### src/hdl/sdspi_pkg.sv
// ----------------------------------------------------------------------------
// sdspi_pkg: shared types and constants of the SD card SPI host sequencer
// Holds beat payloads, action, phase, status and command codes and limits.
// ----------------------------------------------------------------------------
package sdspi_pkg;

  typedef enum logic [2:0] {
    ACT_EXCH     = 3'd0,
    ACT_INIT     = 3'd1,
    ACT_READ     = 3'd2,
    ACT_WRITE    = 3'd3,
    ACT_SHUTDOWN = 3'd4,
    ACT_RSV5     = 3'd5,
    ACT_RSV6     = 3'd6,
    ACT_RSV7     = 3'd7
  } action_t;

  typedef enum logic [5:0] {
    PH_IDLE, PH_WAKE, PH_FRAME, PH_R1, PH_TAIL, PH_TOKEN, PH_RDATA,
    PH_WTOKEN, PH_WDATA, PH_WCRC, PH_WRESP, PH_BUSY, PH_DESEL
  } phase_t;

  localparam logic [3:0] ST_OK = 4'd0;
  localparam logic [3:0] ST_NO_IDLE = 4'd1;
  localparam logic [3:0] ST_CMD8_REJ = 4'd2;
  localparam logic [3:0] ST_BAD_ECHO = 4'd3;
  localparam logic [3:0] ST_CMD55_FAIL = 4'd4;
  localparam logic [3:0] ST_ACMD41_TO = 4'd5;
  localparam logic [3:0] ST_OCR_FAIL = 4'd6;
  localparam logic [3:0] ST_R1_ERR = 4'd7;
  localparam logic [3:0] ST_TOKEN_FAIL = 4'd8;
  localparam logic [3:0] ST_WR_REJ = 4'd9;
  localparam logic [3:0] ST_BUSY_TO = 4'd10;

  localparam logic [7:0] CMD_NONE = 8'h00;
  localparam logic [7:0] CMD0 = 8'h40;
  localparam logic [7:0] CMD8 = 8'h48;
  localparam logic [7:0] CMD17 = 8'h51;
  localparam logic [7:0] CMD24 = 8'h58;
  localparam logic [7:0] CMD55 = 8'h77;
  localparam logic [7:0] ACMD41 = 8'h69;
  localparam logic [7:0] CMD58 = 8'h7A;

  localparam logic [2:0] REG_R1_LIMIT = 3'd0;
  localparam logic [2:0] REG_TOKEN_LIMIT = 3'd1;
  localparam logic [2:0] REG_RETRY_LIMIT = 3'd2;
  localparam logic [2:0] REG_WRESP_LIMIT = 3'd3;
  localparam logic [2:0] REG_BUSY_LIMIT = 3'd4;

  typedef struct packed {
    logic [2:0]  action;
    logic [31:0] card_block;
    logic [8:0]  window_offset;
    logic [9:0]  read_length;
    logic [7:0]  rx_byte;
    logic [7:0]  write_byte;
  } in_item_t;

  typedef struct packed {
    logic [7:0] tx_byte;
    logic       chip_select_low;
    logic       exchange_request;
    logic [7:0] read_data;
    logic       read_valid;
    logic       want_write_byte;
    logic       done_res;
    logic [3:0] status;
    logic       fast_clock;
  } out_item_t;

  // Classified beat handed from the front to the back.
  typedef struct packed {
    logic        start_init;
    logic        start_read;
    logic        start_write;
    logic        start_shut;
    logic        exch;
    logic        rx_ff;
    logic        rx_fe;
    logic        rx_00;
    logic [7:0]  rx_byte;
    logic [7:0]  write_byte;
    logic [31:0] card_block;
    logic [9:0]  win_start;
    logic [9:0]  win_length;
  } cmd_t;

  typedef struct packed {
    logic [15:0] r1_limit;
    logic [15:0] token_limit;
    logic [15:0] retry_limit;
    logic [15:0] wresp_limit;
    logic [23:0] busy_limit;
  } limits_t;

  function automatic logic [7:0] cmd_crc(input logic [7:0] code);
    logic [7:0] c;
    begin
      case (code)
        CMD0: c = 8'h95;
        CMD8: c = 8'h87;
        CMD55: c = 8'h65;
        ACMD41: c = 8'h77;
        default: c = 8'h01;
      endcase
      return c;
    end
  endfunction

endpackage

### src/hdl/sdspi_fifo.sv
// ----------------------------------------------------------------------------
// sdspi_fifo: short queue of classified beats
// Two-entry register queue that parts the front from the back.
// ----------------------------------------------------------------------------
module sdspi_fifo #(
  parameter int Width = 8
) (
  input  logic             clk,
  input  logic             rst,
  input  logic             wr_valid,
  output logic             wr_ready,
  input  logic [Width-1:0] wr_data,
  output logic             rd_valid,
  input  logic             rd_ready,
  output logic [Width-1:0] rd_data
);
  logic [Width-1:0] mem [2];
  logic             wptr, rptr;
  logic [1:0]       count;
  logic             push, pop;

  assign wr_ready = (count != 2'd2);
  assign rd_valid = (count != 2'd0);
  assign rd_data  = mem[rptr];
  assign push     = wr_valid && wr_ready;
  assign pop      = rd_valid && rd_ready;

  always_ff @(posedge clk) begin
    if (rst) begin
      wptr <= 1'b0;
      rptr <= 1'b0;
      count <= 2'd0;
    end else begin
      if (push) wptr <= ~wptr;
      if (pop) rptr <= ~rptr;
      count <= count + {1'b0, push} - {1'b0, pop};
    end
  end

  always_ff @(posedge clk) begin
    if (push) mem[wptr] <= wr_data;
  end

  assert property (@(posedge clk) disable iff (rst) count <= 2'd2)
    else $error("queue overfilled");
endmodule

### src/hdl/sdspi_front.sv
// ----------------------------------------------------------------------------
// sdspi_front: input classifier
// Decodes the action, flags rx patterns and clamps the read window.
// ----------------------------------------------------------------------------
module sdspi_front #(
  parameter int BlockBytes = 512
) (
  input  sdspi_pkg::in_item_t in_item,
  output sdspi_pkg::cmd_t     cmd
);
  localparam int BW = ($clog2(BlockBytes + 1) > 10) ? $clog2(BlockBytes + 1) : 10;
  logic [BW:0] ws, wl, room;

  always_comb begin
    ws = '0;
    wl = '0;
    room = '0;
    cmd = '0;
    cmd.start_init  = (in_item.action == sdspi_pkg::ACT_INIT);
    cmd.start_read  = (in_item.action == sdspi_pkg::ACT_READ);
    cmd.start_write = (in_item.action == sdspi_pkg::ACT_WRITE);
    cmd.start_shut  = (in_item.action == sdspi_pkg::ACT_SHUTDOWN);
    cmd.exch        = (in_item.action == sdspi_pkg::ACT_EXCH);
    cmd.rx_ff = (in_item.rx_byte == 8'hFF);
    cmd.rx_fe = (in_item.rx_byte == 8'hFE);
    cmd.rx_00 = (in_item.rx_byte == 8'h00);
    cmd.rx_byte = in_item.rx_byte;
    cmd.write_byte = in_item.write_byte;
    cmd.card_block = in_item.card_block;
    // clamp the window to the block
    ws = (BW+1)'(in_item.window_offset);
    if (ws > (BW+1)'(BlockBytes)) ws = (BW+1)'(BlockBytes);
    room = (BW+1)'(BlockBytes) - ws;
    wl = (BW+1)'(in_item.read_length);
    if (wl > room) wl = room;
    cmd.win_start = 10'(ws);
    cmd.win_length = 10'(wl);
  end
endmodule

### src/hdl/sdspi_back.sv
// ----------------------------------------------------------------------------
// sdspi_back: command sequencer
// Runs the phase machine for one beat per cycle while the output is not stalled and registers the result.
// ----------------------------------------------------------------------------
module sdspi_back #(
  parameter int BlockBytes = 512,
  parameter int WakeClockBytes = 10
) (
  input  logic                 clk,
  input  logic                 rst,
  input  sdspi_pkg::limits_t   lim,
  input  logic                 cmd_valid,
  output logic                 cmd_ready,
  input  sdspi_pkg::cmd_t      cmd,
  output logic                 out_valid,
  input  logic                 out_ready,
  output sdspi_pkg::out_item_t out_item
);
  localparam int CW = ($clog2(BlockBytes + 3) > $clog2(WakeClockBytes + 1)) ?
                      $clog2(BlockBytes + 3) : $clog2(WakeClockBytes + 1);

  sdspi_pkg::phase_t phase, phase_next;
  logic [CW-1:0] byte_count, byte_count_next;
  logic [23:0] poll_count, poll_count_next;
  logic [15:0] retry_count, retry_count_next;
  logic [7:0]  cmd_code, cmd_code_next;
  logic [31:0] reply_bytes, reply_bytes_next;
  logic [31:0] saved_address, saved_address_next;
  logic [9:0]  window_start, window_start_next;
  logic [9:0]  window_length, window_length_next;
  logic        clock_fast_flag, clock_fast_flag_next;
  logic        init_op, init_op_next;
  logic [7:0]  after_desel, after_desel_next;
  logic [3:0]  status_reg, status_reg_next;
  sdspi_pkg::out_item_t res;
  logic        take;
  logic [23:0] poll_inc;
  logic [15:0] retry_inc;
  logic [CW-1:0] cnt_inc;
  logic [15:0] r1l, tkl, rtl, wrl;
  logic [23:0] bsl;
  logic [CW-1:0] rel;
  logic        active, r1_hit;
  logic [47:0] frame;
  logic [7:0]  rx;

  assign cmd_ready = !out_valid || out_ready;
  assign take = cmd_valid && cmd_ready;
  assign poll_inc = poll_count + 24'd1;
  assign retry_inc = retry_count + 16'd1;
  assign cnt_inc = byte_count + CW'(1);
  // a zero limit behaves as one
  assign r1l = (lim.r1_limit == 16'd0) ? 16'd1 : lim.r1_limit;
  assign tkl = (lim.token_limit == 16'd0) ? 16'd1 : lim.token_limit;
  assign rtl = (lim.retry_limit == 16'd0) ? 16'd1 : lim.retry_limit;
  assign wrl = (lim.wresp_limit == 16'd0) ? 16'd1 : lim.wresp_limit;
  assign bsl = (lim.busy_limit == 24'd0) ? 24'd1 : lim.busy_limit;
  assign rx = cmd.rx_byte;
  assign rel = byte_count - CW'(window_start);

  // next state
  always_comb begin
    phase_next = phase;
    byte_count_next = byte_count;
    poll_count_next = poll_count;
    retry_count_next = retry_count;
    cmd_code_next = cmd_code;
    reply_bytes_next = reply_bytes;
    saved_address_next = saved_address;
    window_start_next = window_start;
    window_length_next = window_length;
    clock_fast_flag_next = clock_fast_flag;
    init_op_next = init_op;
    after_desel_next = after_desel;
    status_reg_next = status_reg;
    r1_hit = 1'b0;
    if (cmd.start_init) begin
      init_op_next = 1'b1;
      clock_fast_flag_next = 1'b0;
      retry_count_next = 16'd0;
      phase_next = sdspi_pkg::PH_WAKE;
      byte_count_next = '0;
    end else if (cmd.start_read || cmd.start_write) begin
      saved_address_next = cmd.card_block;
      if (cmd.start_read) begin
        window_start_next = cmd.win_start;
        window_length_next = cmd.win_length;
        cmd_code_next = sdspi_pkg::CMD17;
      end else begin
        cmd_code_next = sdspi_pkg::CMD24;
      end
      phase_next = sdspi_pkg::PH_FRAME;
      byte_count_next = '0;
    end else if (cmd.start_shut) begin
      init_op_next = 1'b0;
      cmd_code_next = sdspi_pkg::CMD0;
      phase_next = sdspi_pkg::PH_FRAME;
      byte_count_next = '0;
    end else if (cmd.exch) begin
      case (phase)
        sdspi_pkg::PH_IDLE: ;
        sdspi_pkg::PH_WAKE: begin
          byte_count_next = cnt_inc;
          if (cnt_inc >= CW'(WakeClockBytes)) begin
            cmd_code_next = sdspi_pkg::CMD0;
            phase_next = sdspi_pkg::PH_FRAME;
            byte_count_next = '0;
          end
        end
        sdspi_pkg::PH_FRAME: begin
          byte_count_next = cnt_inc;
          if (cnt_inc >= CW'(6)) begin
            phase_next = sdspi_pkg::PH_R1;
            poll_count_next = 24'd0;
          end
        end
        sdspi_pkg::PH_R1: begin
          poll_count_next = poll_inc;
          r1_hit = !cmd.rx_ff || (poll_inc >= {8'd0, r1l});
          if (r1_hit) begin
            phase_next = sdspi_pkg::PH_DESEL;
            after_desel_next = sdspi_pkg::CMD_NONE;
            case (cmd_code)
              sdspi_pkg::CMD0: begin
                if (init_op && rx == 8'h01) after_desel_next = sdspi_pkg::CMD8;
                else status_reg_next = (rx == 8'h01) ? sdspi_pkg::ST_OK
                                                     : sdspi_pkg::ST_NO_IDLE;
              end
              sdspi_pkg::CMD8, sdspi_pkg::CMD58: begin
                if (rx == ((cmd_code == sdspi_pkg::CMD8) ? 8'h01 : 8'h00)) begin
                  phase_next = sdspi_pkg::PH_TAIL;
                  byte_count_next = '0;
                  reply_bytes_next = 32'd0;
                end else begin
                  status_reg_next = (cmd_code == sdspi_pkg::CMD8) ?
                    sdspi_pkg::ST_CMD8_REJ : sdspi_pkg::ST_OCR_FAIL;
                end
              end
              sdspi_pkg::CMD55: begin
                if (rx == 8'h01) after_desel_next = sdspi_pkg::ACMD41;
                else status_reg_next = sdspi_pkg::ST_CMD55_FAIL;
              end
              sdspi_pkg::ACMD41: begin
                if (cmd.rx_00) after_desel_next = sdspi_pkg::CMD58;
                else begin
                  retry_count_next = retry_inc;
                  if (retry_inc >= rtl) status_reg_next = sdspi_pkg::ST_ACMD41_TO;
                  else after_desel_next = sdspi_pkg::CMD55;
                end
              end
              sdspi_pkg::CMD17: begin
                if (cmd.rx_00) begin
                  phase_next = sdspi_pkg::PH_TOKEN;
                  poll_count_next = 24'd0;
                end else status_reg_next = sdspi_pkg::ST_R1_ERR;
              end
              sdspi_pkg::CMD24: begin
                if (cmd.rx_00) phase_next = sdspi_pkg::PH_WTOKEN;
                else status_reg_next = sdspi_pkg::ST_R1_ERR;
              end
              default: status_reg_next = sdspi_pkg::ST_R1_ERR;
            endcase
          end
        end
        sdspi_pkg::PH_TAIL: begin
          reply_bytes_next = {reply_bytes[23:0], rx};
          byte_count_next = cnt_inc;
          if (cnt_inc >= CW'(4)) begin
            phase_next = sdspi_pkg::PH_DESEL;
            after_desel_next = sdspi_pkg::CMD_NONE;
            if (cmd_code == sdspi_pkg::CMD8) begin
              if (reply_bytes[7:0] == 8'h01 && rx == 8'hAA)
                after_desel_next = sdspi_pkg::CMD55;
              else status_reg_next = sdspi_pkg::ST_BAD_ECHO;
            end else if (reply_bytes[22]) begin
              clock_fast_flag_next = 1'b1;
              status_reg_next = sdspi_pkg::ST_OK;
            end else status_reg_next = sdspi_pkg::ST_OCR_FAIL;
          end
        end
        sdspi_pkg::PH_TOKEN: begin
          poll_count_next = poll_inc;
          if (cmd.rx_fe) begin
            phase_next = sdspi_pkg::PH_RDATA;
            byte_count_next = '0;
          end else if (!cmd.rx_ff || poll_inc >= {8'd0, tkl}) begin
            status_reg_next = sdspi_pkg::ST_TOKEN_FAIL;
            after_desel_next = sdspi_pkg::CMD_NONE;
            phase_next = sdspi_pkg::PH_DESEL;
          end
        end
        sdspi_pkg::PH_RDATA: begin
          byte_count_next = cnt_inc;
          if (cnt_inc >= CW'(BlockBytes + 2)) begin
            status_reg_next = sdspi_pkg::ST_OK;
            after_desel_next = sdspi_pkg::CMD_NONE;
            phase_next = sdspi_pkg::PH_DESEL;
          end
        end
        sdspi_pkg::PH_WTOKEN: begin
          phase_next = sdspi_pkg::PH_WDATA;
          byte_count_next = '0;
        end
        sdspi_pkg::PH_WDATA: begin
          byte_count_next = cnt_inc;
          if (cnt_inc >= CW'(BlockBytes)) begin
            phase_next = sdspi_pkg::PH_WCRC;
            byte_count_next = '0;
          end
        end
        sdspi_pkg::PH_WCRC: begin
          byte_count_next = cnt_inc;
          if (cnt_inc >= CW'(2)) begin
            phase_next = sdspi_pkg::PH_WRESP;
            poll_count_next = 24'd0;
          end
        end
        sdspi_pkg::PH_WRESP: begin
          poll_count_next = poll_inc;
          if (!cmd.rx_ff || poll_inc >= {8'd0, wrl}) begin
            if (rx[4:0] == 5'h05) begin
              phase_next = sdspi_pkg::PH_BUSY;
              poll_count_next = 24'd0;
            end else begin
              status_reg_next = sdspi_pkg::ST_WR_REJ;
              after_desel_next = sdspi_pkg::CMD_NONE;
              phase_next = sdspi_pkg::PH_DESEL;
            end
          end
        end
        sdspi_pkg::PH_BUSY: begin
          if (!cmd.rx_00) begin
            status_reg_next = sdspi_pkg::ST_OK;
            after_desel_next = sdspi_pkg::CMD_NONE;
            phase_next = sdspi_pkg::PH_DESEL;
          end else begin
            poll_count_next = poll_inc;
            if (poll_inc >= bsl) begin
              status_reg_next = sdspi_pkg::ST_BUSY_TO;
              after_desel_next = sdspi_pkg::CMD_NONE;
              phase_next = sdspi_pkg::PH_DESEL;
            end
          end
        end
        sdspi_pkg::PH_DESEL: begin
          if (after_desel != sdspi_pkg::CMD_NONE) begin
            cmd_code_next = after_desel;
            phase_next = sdspi_pkg::PH_FRAME;
            byte_count_next = '0;
          end else phase_next = sdspi_pkg::PH_IDLE;
        end
        default: phase_next = sdspi_pkg::PH_IDLE;
      endcase
    end
  end

  // outputs
  always_comb begin
    active = cmd.start_init || cmd.start_read || cmd.start_write || cmd.start_shut ||
             (cmd.exch && phase != sdspi_pkg::PH_IDLE);
    frame = {cmd_code_next,
             (cmd_code_next == sdspi_pkg::CMD8) ? 32'h000001AA :
             (cmd_code_next == sdspi_pkg::ACMD41) ? 32'h40000000 :
             (cmd_code_next == sdspi_pkg::CMD17 || cmd_code_next == sdspi_pkg::CMD24) ?
               saved_address_next : 32'd0,
             sdspi_pkg::cmd_crc(cmd_code_next)};
    res = '0;
    res.tx_byte = 8'hFF;
    case (phase_next)
      sdspi_pkg::PH_FRAME: begin
        case (byte_count_next[2:0])
          3'd0: res.tx_byte = frame[47:40];
          3'd1: res.tx_byte = frame[39:32];
          3'd2: res.tx_byte = frame[31:24];
          3'd3: res.tx_byte = frame[23:16];
          3'd4: res.tx_byte = frame[15:8];
          default: res.tx_byte = frame[7:0];
        endcase
      end
      sdspi_pkg::PH_WTOKEN: res.tx_byte = 8'hFE;
      sdspi_pkg::PH_WDATA: begin
        res.tx_byte = cmd.write_byte;
        res.want_write_byte = active;
      end
      default: ;
    endcase
    if (!active) res.tx_byte = 8'hFF;
    res.chip_select_low = active && phase_next != sdspi_pkg::PH_IDLE &&
                          phase_next != sdspi_pkg::PH_WAKE &&
                          phase_next != sdspi_pkg::PH_DESEL;
    res.exchange_request = active && phase_next != sdspi_pkg::PH_IDLE;
    if (cmd.exch && phase == sdspi_pkg::PH_RDATA && byte_count >= CW'(window_start) &&
        rel < CW'(window_length)) begin
      res.read_valid = 1'b1;
      res.read_data = rx;
    end
    res.done_res = cmd.exch && phase == sdspi_pkg::PH_DESEL &&
                   after_desel == sdspi_pkg::CMD_NONE;
    res.status = status_reg_next;
    res.fast_clock = clock_fast_flag_next;
  end

  always_ff @(posedge clk) begin
    if (rst) begin
      phase <= sdspi_pkg::PH_IDLE;
      byte_count <= '0;
      poll_count <= 24'd0;
      retry_count <= 16'd0;
      cmd_code <= sdspi_pkg::CMD_NONE;
      reply_bytes <= 32'd0;
      saved_address <= 32'd0;
      window_start <= 10'd0;
      window_length <= 10'd0;
      clock_fast_flag <= 1'b0;
      init_op <= 1'b0;
      after_desel <= sdspi_pkg::CMD_NONE;
      status_reg <= sdspi_pkg::ST_OK;
      out_valid <= 1'b0;
    end else begin
      if (take) begin
        phase <= phase_next;
        byte_count <= byte_count_next;
        poll_count <= poll_count_next;
        retry_count <= retry_count_next;
        cmd_code <= cmd_code_next;
        reply_bytes <= reply_bytes_next;
        saved_address <= saved_address_next;
        window_start <= window_start_next;
        window_length <= window_length_next;
        clock_fast_flag <= clock_fast_flag_next;
        init_op <= init_op_next;
        after_desel <= after_desel_next;
        status_reg <= status_reg_next;
        out_valid <= 1'b1;
      end else if (out_ready) begin
        out_valid <= 1'b0;
      end
    end
  end

  always_ff @(posedge clk) begin
    if (take) out_item <= res;
  end

  assert property (@(posedge clk) disable iff (rst)
    out_valid && !out_ready |=> out_valid && $stable(out_item))
    else $error("result changed while stalled");
  assert property (@(posedge clk) disable iff (rst)
    take && res.done_res |=> phase == sdspi_pkg::PH_IDLE)
    else $error("done without return to idle");
  assert property (@(posedge clk) disable iff (rst)
    out_valid && out_item.want_write_byte |-> out_item.chip_select_low)
    else $error("data byte requested with card deselected");
endmodule

### src/hdl/sd_card_spi_host_sequencer_unit.sv
// ----------------------------------------------------------------------------
// sd_card_spi_host_sequencer_unit: SD card SPI mode host sequencer
// Runs init, block read, block write and shutdown one byte exchange per beat.
// ----------------------------------------------------------------------------
//  channel  | direction | handshake             | payload
//  in       | to block  | in_valid / in_ready   | in_item (action, rx byte, ...)
//  out      | from block| out_valid / out_ready | out_item (tx byte, flags, status)
//  cfg      | to block  | cfg_valid / cfg_ready | cfg_index, cfg_data
//
// Every input beat gives exactly one result beat. The front classifies a beat
// in its accept cycle and drops it into a two-entry queue; the back takes one
// beat a cycle from the queue while the output is not stalled, steps the phase
// machine and registers the result, so a beat passes the queue entry and then
// the result register. A stall on the output holds the back; the queue keeps
// the front open until its two entries are full. rst (synchronous) returns to
// idle with status 0 and the default limits.
module sd_card_spi_host_sequencer_unit #(
  parameter int BLOCK_BYTES = 512,
  parameter int WAKE_CLOCK_BYTES = 10
) (
  input  logic                 clk,
  input  logic                 rst,
  input  logic                 in_valid,
  output logic                 in_ready,
  input  sdspi_pkg::in_item_t  in_item,
  output logic                 out_valid,
  input  logic                 out_ready,
  output sdspi_pkg::out_item_t out_item,
  input  logic                 cfg_valid,
  output logic                 cfg_ready,
  input  logic [2:0]           cfg_index,
  input  logic [23:0]          cfg_data
);
  sdspi_pkg::cmd_t    cmd_in, cmd_q;
  sdspi_pkg::limits_t lim;
  logic               q_valid, q_ready;

  // Configuration: always accepted, unknown indexes are dropped.
  assign cfg_ready = 1'b1;
  always_ff @(posedge clk) begin
    if (rst) begin
      lim.r1_limit <= 16'd255;
      lim.token_limit <= 16'd65535;
      lim.retry_limit <= 16'd5000;
      lim.wresp_limit <= 16'd1000;
      lim.busy_limit <= 24'd1000000;
    end else if (cfg_valid) begin
      case (cfg_index)
        sdspi_pkg::REG_R1_LIMIT: lim.r1_limit <= cfg_data[15:0];
        sdspi_pkg::REG_TOKEN_LIMIT: lim.token_limit <= cfg_data[15:0];
        sdspi_pkg::REG_RETRY_LIMIT: lim.retry_limit <= cfg_data[15:0];
        sdspi_pkg::REG_WRESP_LIMIT: lim.wresp_limit <= cfg_data[15:0];
        sdspi_pkg::REG_BUSY_LIMIT: lim.busy_limit <= cfg_data;
        default: ;
      endcase
    end
  end

  // Front: classify the beat and clamp the read window.
  sdspi_front #(.BlockBytes(BLOCK_BYTES)) u_front (
    .in_item(in_item),
    .cmd(cmd_in)
  );

  // Queue between front and back.
  sdspi_fifo #(.Width($bits(sdspi_pkg::cmd_t))) u_queue (
    .clk(clk), .rst(rst),
    .wr_valid(in_valid), .wr_ready(in_ready), .wr_data(cmd_in),
    .rd_valid(q_valid), .rd_ready(q_ready), .rd_data(cmd_q)
  );

  // Back: phase machine and result register.
  sdspi_back #(.BlockBytes(BLOCK_BYTES), .WakeClockBytes(WAKE_CLOCK_BYTES)) u_back (
    .clk(clk), .rst(rst), .lim(lim),
    .cmd_valid(q_valid), .cmd_ready(q_ready), .cmd(cmd_q),
    .out_valid(out_valid), .out_ready(out_ready), .out_item(out_item)
  );
endmodule
### config.mk
export PLATFORM = sky130hd
export DESIGN_NAME = sd_card_spi_host_sequencer_unit
export DESIGN_NICKNAME = d
export VERILOG_FILES = /design/src/hdl/sdspi_pkg.sv /design/src/hdl/sdspi_fifo.sv /design/src/hdl/sdspi_front.sv /design/src/hdl/sdspi_back.sv /design/src/hdl/sd_card_spi_host_sequencer_unit.sv
export SDC_FILE = /design/constraint.sdc
export NUM_CORES = 1
export LEC_CHECK = 0
export BUFFER_PORTS_ARGS = -buffer_cell sky130_fd_sc_hd__buf_2
export CAP_MARGIN = 30
export CORE_UTILIZATION = 52
export CTS_CLUSTER_SIZE = 30
export DETAILED_ROUTE_END_ITERATION = 7
export PLACE_DENSITY = 0.7
export SYNTH_ARGS = -nofsm -noshare
export SYNTH_HDL_FRONTEND = slang
export SYNTH_SLANG_ARGS = --single-unit
### constraint.sdc
create_clock -name clk -period 5.7 [get_ports clk]
set_input_delay 0 -clock clk [delete_from_list [all_inputs] [get_ports clk]]
set_output_delay 0 -clock clk [all_outputs]
set_load 0.01 [all_outputs]
======== After elaboration in Yosys (flattened, before gate mapping) ========
Memories as Yosys holds them, arrays and structs flattened. A register that Yosys moved wholly into a read port is not among the register bits.
Index checks and enable logic that the tools add are counted.
W data, S select, Z words.
storage, ports and cells
  input bits .............................. 102
  logic and storage cells ................. 336
  memories kept ........................... 1
  output and inout port bits .............. 29
  bits in writable memories ............... 150
  flip-flop bits (word level) ............. 272
cells by class
  add/subtract/negate cells ............... 7
  equality and inequality tests ........... 71
  bitwise gates (word level) .............. 5
  reductions and logical operators ........ 66
  $lt $le $gt $ge ......................... 14
  mux-type cells .......................... 140
memory list
  name         depth  bits a word  rd ports  clocked after Yosys merged registers in  wr ports  line              text
  u_queue.mem  2      75           1         1                                        1         sdspi_fifo.sv:17  logic [Width-1:0] mem [2];
operator list
  operator                 number
  $mux W24                 9
  $mux W16                 12
  $mux W32                 5
  $pmux W24 S6             1
  $mux W8                  17
  $mux W10                 12
  $eq A8 B7 Y1 const B     13
  $mux W4                  25
  $mux W6                  16
  $pmux W6 S13             1
  $ge A24 B16 Y1           3
  $pmux W10 S7             1
  $mux W23                 3
  $logic_not A16 Y1        4
  $pmux W8 S3              2
  $pmux W8 S6              1
  $pmux W23 S2             1
  $pmux W8 S5              1
  $eq A6 B4 Y1 const B     6
  $pmux W8 S4              1
  $eq A6 B3 Y1 const B     5
  $mux W7                  4
  $add A24 B1 Y24 const B  1
  $eq A8 B8 Y1 const B     3
  58 further kinds         156

======== Depth between registers and ports, before layout ========
  depth after elaboration ................. 15
  depth in mapped cells ................... 22
  depth with buffers taken out ............ 19

======== By module ========
Synthesis repeated with hierarchy kept, for this count alone.
second synthesis, totals
  cells, all modules ...................... 2537
  area, all modules ....................... 23872.9 um^2
modules (own cells, without submodules)
  module                           sequential area each (um^2)  cells each  times used  area each (um^2)
  sdspi_back                       3563.4                       1800        1           13442.9
  sdspi_fifo                       4664.5                       260         1           5865.6
  sd_card_spi_host_sequencer_unit  1761.7                       336         1           3513.4
  sdspi_front                      0.0                          141         1           1051.0

======== Worst setup path after synthesis ========
No wires, ideal clock.
  kind .................................... register -> register
  start ................................... register u_back.poll_count[2]
  end ..................................... register u_back.out_item[22] (netlist name)
  setup time .............................. 261 ps
  required time ........................... 5439 ps
  cell stages (with the launch flop) ...... 22
  period minus slack after synthesis ...... 4881 ps
  buffers on the path ..................... 3
  setup slack ............................. 819 ps
  arrival time ............................ 4620 ps
  cells stage by stage .................... dfxtp_1 > clkbuf_2 > nand3_1 > or2_2 > or2_2 > clkbuf_1 > nor3_1 > nand4_1 > xnor2_1 > ha_1 > nand4_1 > or2_2 > or2_2 > a211o_1 > nand3_1 > o211ai_1 > nand3_1 > nand2_1 > or4_1 > buf_2 > a211o_1 > a221o_1
between the ends
  longest elaborated chain between the ends .. 12
  elaborated cells on any way between the ends .. 35
  classes of those cells .................. add/sub (1); order compare (4); eq/ne (7); mux (19); reduce/logical (4)
ends and longest elaborated chain
  item                                          line                                  text
  from (decl)                                   sdspi_back.sv:24                      logic [23:0] poll_count, poll_count_next;
  from (signal assigned)                        sdspi_back.sv:323                     poll_count <= poll_count_next;
  $add A24 B1 Y24 (*)                           sdspi_back.sv:49                      assign poll_inc = poll_count + 24'd1;
  $ge A24 B16 Y1, on equally long branches      sdspi_back.sv:119, sdspi_back.sv:186
  $logic_or A1 B1 Y1, on equally long branches  sdspi_back.sv:119, sdspi_back.sv:186
  $mux W10 or $mux W6 (tied branches)           sdspi_back.sv:120, sdspi_back.sv:186
  $pmux W10 S7 or $mux W6 (tied branches)       sdspi_back.sv:100, sdspi_back.sv:183
  $mux W10 or $pmux W6 S13 (tied branches)      sdspi_back.sv:99, sdspi_back.sv:100
  $mux W10 or $mux W6 (tied branches)           sdspi_back.sv:94, sdspi_back.sv:99
  $mux W10 or $mux W6 (tied branches)           sdspi_back.sv:83, sdspi_back.sv:94
  $mux W10 or $mux W6 (tied branches)           sdspi_back.sv:77, sdspi_back.sv:83
  $eq A3 B3 Y1, or another cell as far along    sdspi_back.sv:271                     case (byte_count_next[2:0])
  $pmux W8 S5, or another cell as far along     sdspi_back.sv:271
  $pmux W8 S3 (*)                               sdspi_back.sv:269                     case (phase_next)
Mark *: on every way between the ends. The rest lies on a longest branch, timed or not. The select of a mux whose other input is x is not followed.
A chain may end at the register's enable or synchronous reset.

======== Worst setup path after layout ========
  start ................................... register u_back.poll_count[2]
  end ..................................... register u_back.out_item[22] (netlist name)
between the ends
  longest elaborated chain between the ends .. 12
  elaborated cells on any way between the ends .. 35
  classes of those cells .................. add/sub (1); order compare (4); eq/ne (7); mux (19); reduce/logical (4)
ends and longest elaborated chain
  item                                          line
  $add A24 B1 Y24 (*)                           sdspi_back.sv:49
  $ge A24 B16 Y1, on equally long branches      sdspi_back.sv:119, sdspi_back.sv:186
  $logic_or A1 B1 Y1, on equally long branches  sdspi_back.sv:119, sdspi_back.sv:186
  $mux W10 or $mux W6 (tied branches)           sdspi_back.sv:120, sdspi_back.sv:186
  $pmux W10 S7 or $mux W6 (tied branches)       sdspi_back.sv:100, sdspi_back.sv:183
  $mux W10 or $pmux W6 S13 (tied branches)      sdspi_back.sv:99, sdspi_back.sv:100
  $mux W10 or $mux W6 (tied branches)           sdspi_back.sv:94, sdspi_back.sv:99
  $mux W10 or $mux W6 (tied branches)           sdspi_back.sv:83, sdspi_back.sv:94
  $mux W10 or $mux W6 (tied branches)           sdspi_back.sv:77, sdspi_back.sv:83
  $eq A3 B3 Y1, or another cell as far along    sdspi_back.sv:271
  $pmux W8 S5, or another cell as far along     sdspi_back.sv:271
  $pmux W8 S3 (*)                               sdspi_back.sv:269
Marked as above.

==> impl_metrics.env <==
export IMPL_status="complete, no violations"
export IMPL_routed_wire_length_per_instance_um=20.7
export IMPL_ys_types=88
export IMPL_internal_cell_power_mw=6.43
export IMPL_critical_path_max_fanout=9
export IMPL_timing_setup_tns_ns=0
export IMPL_share_seq_of_total_power=0.379
export IMPL_route_vias_total=19600
export IMPL_synth_largest_area_cell="sky130_fd_sc_hd__edfxtp_1"
export IMPL_largest_reg_flops=150
export IMPL_nNetsFinal=2891
export IMPL_vias_per_cell=6.03
export IMPL_start_util=0.529
export IMPL_drt_wl_total_um=67300
export IMPL_worst_pin_slew_ns=1.00
export IMPL_switching_share=0.357
export IMPL_drv_slew=0
export IMPL_grt_setup_unrepaired="false"
export IMPL_synth_edf_count=176
export IMPL_yosys_top_cells_area="sky130_fd_sc_hd__edfxtp_1, sky130_fd_sc_hd__dfxtp_1, sky130_fd_sc_hd__ha_1, sky130_fd_sc_hd__nand2_1, sky130_fd_sc_hd__nor2_1"
export IMPL_post_dp_hpwl_um=48700
export IMPL_arrival_ns=5.62
export IMPL_detail_route_iter0_violations=1704
export IMPL_grt_max_degree=130
export IMPL_slew_limit_headroom=0.313
export IMPL_die_width_um=209
export IMPL_numClockSinks=407
export IMPL_synth_fp_nets=2685
export IMPL_dpl_cell_area_um2=23600
export IMPL_async_reset_ff_frac=0
export IMPL_clk_latency_ns=0.59
export IMPL_endpoint_class_of_the_critical_path="register"
export IMPL_number_of_global_route_vias_before_repair=19200
export IMPL_path_class="register to register"
export IMPL_largest_registers="u_queue.mem (150), lim (88), u_back.saved_address (32)"
export IMPL_route_met3_wl_um=3340
export IMPL_postSynthRegisterBits=407
export IMPL_synthToLayoutAreaGrowth_pct=17.6
export IMPL_cts_buffers=45
export IMPL_grt_overflow=0
export IMPL_timing_final_crit_period_ns=5.29
export IMPL_gpl_final_weighted_congestion=0.968
export IMPL_register_area_um2=9910
export IMPL_ant_nets=0
export IMPL_ctsRootBufferMaster="sky130_fd_sc_hd__clkbuf_16"
export IMPL_design_die_area_um2=43600
export IMPL_design_area_um2=26200
export IMPL_cp_data_required_time_ns=6.03
export IMPL_cts_tree="done"
export IMPL_grt_total_usage=0.308
export IMPL_share_of_total_power_in_the_clock_network=0.294
export IMPL_io_buffer_count=129
export IMPL_synth_top_flop_cell="sky130_fd_sc_hd__dfxtp_1"
export IMPL_core_area_um2=42000
export IMPL_leakage_nw=10.2
export IMPL_drive_gt1_frac=0.118
export IMPL_std_cell_rows=75
export IMPL_synth_yosys_seq_area_share=0.446
export IMPL_grt_first_pass_wirelength_um=105000
export IMPL_multi_input_area_um2=11400
export IMPL_yosys_top_cells_count="sky130_fd_sc_hd__nand2_1, sky130_fd_sc_hd__nor2_1, sky130_fd_sc_hd__dfxtp_1"
export IMPL_drtPass1Iterations=6
export IMPL_io_pins=131
export IMPL_m1WireLength_um=26300
export IMPL_post_cts_setup_inserts=0
export IMPL_h_tree_depth=2
export IMPL_met2_length_um=33800
export IMPL_ctsLongestPathBuffers=3
export IMPL_maxUsedRoutingLayer="met4"
export IMPL_switching_power_mw=3.56
export IMPL_power_frac_comb=0.327
export IMPL_fin_crit_sh=0.928
export IMPL_synth_most_common_cell="sky130_fd_sc_hd__nand2_1"
export IMPL_drc=0
export IMPL_num_fill_cells=3508
export IMPL_yosysTopAreaCellShare=0.238
export IMPL_clk_pin_slew_worst_paths_ns=0.06
export IMPL_floorplan_die_height_um=209
export IMPL_final_setup_skew_ns=0.0366
export IMPL_yosysWarnings=0
export IMPL_endpoints_failing_hold=0
export IMPL_synthesized_area_divided_by_synthesized_cell_count_um2=9.02
export IMPL_vdd_drop_max_mv=0.313
export IMPL_max_cap_violation_count=0
export IMPL_fin_total_pwr_mw=9.99
export IMPL_postSynthCellCount=2464
export IMPL_timing_critical_path_from_type="register"
export IMPL_syn_cell_area_um2=22200
export IMPL_worstHoldPathType="primary input to register"
export IMPL_timing_fmax_mhz=189
export IMPL_antenna_found_initial=1
export IMPL_setup_violations_final=0
export IMPL_registers_top_by_ff_count="u_queue.mem"
export IMPL_power_density_nw_per_um2=382
-- routing by layer --
metal,vias up,track usage
met5,-,0
li1,9383,-
met4,0,0.173
met1,9308,0.362
met3,193,0.0368
met2,677,0.545
-- critical path, cell delays in order (launching register included) --
cell                        delay (ns)
sky130_fd_sc_hd__dfxtp_1          0.46
sky130_fd_sc_hd__nand3_1          0.20
sky130_fd_sc_hd__or2_2            0.39
sky130_fd_sc_hd__or2_2            0.38
sky130_fd_sc_hd__nor2_1           0.18
sky130_fd_sc_hd__xor2_2           0.31
sky130_fd_sc_hd__ha_1             0.20
sky130_fd_sc_hd__and4_1           0.22
sky130_fd_sc_hd__nand2_1          0.07
sky130_fd_sc_hd__a2111oi_0        0.41
sky130_fd_sc_hd__and4bb_2         0.33
sky130_fd_sc_hd__o21ai_0          0.29
sky130_fd_sc_hd__and4b_1          0.30
sky130_fd_sc_hd__o32ai_2          0.14
sky130_fd_sc_hd__or4_4            0.60
sky130_fd_sc_hd__a211o_1          0.30
sky130_fd_sc_hd__a221o_1          0.29
-- through the flow --
stage,utilization,setup slack (ns),std cells,hold slack (ns)
floorplan,-,0.819,2464,0.0989
global placement,0.560,0.286,3059,0.188
detailed placement,0.561,0.0509,3062,0.191
CTS,0.620,0.0809,3240,0.00814
global route,0.622,0.0710,3244,0.0547
finish,0.622,0.411,3244,0.0404
-- power by group through the flow --
stage	registers (mW)	logic (mW)	clock network, mW
final	3.79	3.27	2.94
after global routing	3.83	3.57	3.10
after CTS	3.78	3.23	2.99
after detailed placement	3.84	3.16	0
after global placement	3.83	3.11	0
after floorplan	3.77	2.12	0
-- path summary, 6_finish.rpt --
kind	startpoint	end	slack [ns]	cells after the start
worst max-delay path	u_back.poll_count[2]	u_back.out_item[22]	0.41	16
worst min-delay path	cfg_index[2]	lim[14]	0.04	4
worst max register to register	u_back.poll_count[2]	u_back.out_item[22]	0.41	16
worst min register to register	u_back.saved_address[29]	u_back.saved_address[29]	0.45	2
-- kinds of logic after synthesis --
family | count (synthesis) | share of synthesized area
DFF | 407 | 0.446
muxes | 94 | 0.0432
other | 1 | 0.000169
xor gates and xnor gates | 58 | 0.0228
buffers and inverters | 260 | 0.0448
adders and majority gates | 120 | 0.0677
and+or+nand+nor | 939 | 0.203
AOI/OAI and AO/OA | 585 | 0.173
-- area by class of cell --
type / count / area share
Sequential cell: 407 / 0.379
Inverter: 127 / 0.0182
Clock buffer: 67 / 0.0506
Antenna cell: 1 / 0.0000957
Timing Repair Buffer: 292 / 0.0828
Tap cell: 539 / 0.0258
Multi-Input combinational cell: 1797 / 0.437
Clock inverter: 14 / 0.00679
-- what timing repair did --
| action | 4_1_cts | 5_1_grt |
|---|---|---|
| resized for setup | 0 | 8 |
| hold buffers | 97 | 1 |
| hold endpoints to repair | 249 | 26 |
| endpoints found under the setup margin | 0 | 8 |
-- cells in the final DEF, fill, tap and decap left out, types with 67 or more instances in the layout --
| cell | synthesis | final |
|---|---|---|
| sky130_fd_sc_hd__dfxtp_1 | 231 | 230 |
| sky130_fd_sc_hd__buf_2 | 3 | 129 |
| sky130_fd_sc_hd__edfxtp_1 | 176 | 176 |
| sky130_fd_sc_hd__nand2_1 | 283 | 283 |
| sky130_fd_sc_hd__mux2i_1 | 79 | 79 |
| sky130_fd_sc_hd__nor3_1 | 71 | 67 |
| sky130_fd_sc_hd__o21ai_0 | 91 | 90 |
| sky130_fd_sc_hd__a21oi_1 | 186 | 186 |
| sky130_fd_sc_hd__dlygate4sd3_1 | 0 | 98 |
| sky130_fd_sc_hd__inv_1 | 127 | 126 |
| sky130_fd_sc_hd__ha_1 | 118 | 118 |
| sky130_fd_sc_hd__nor2_1 | 270 | 266 |
Note: power is estimated with default switching activity, not from simulation.
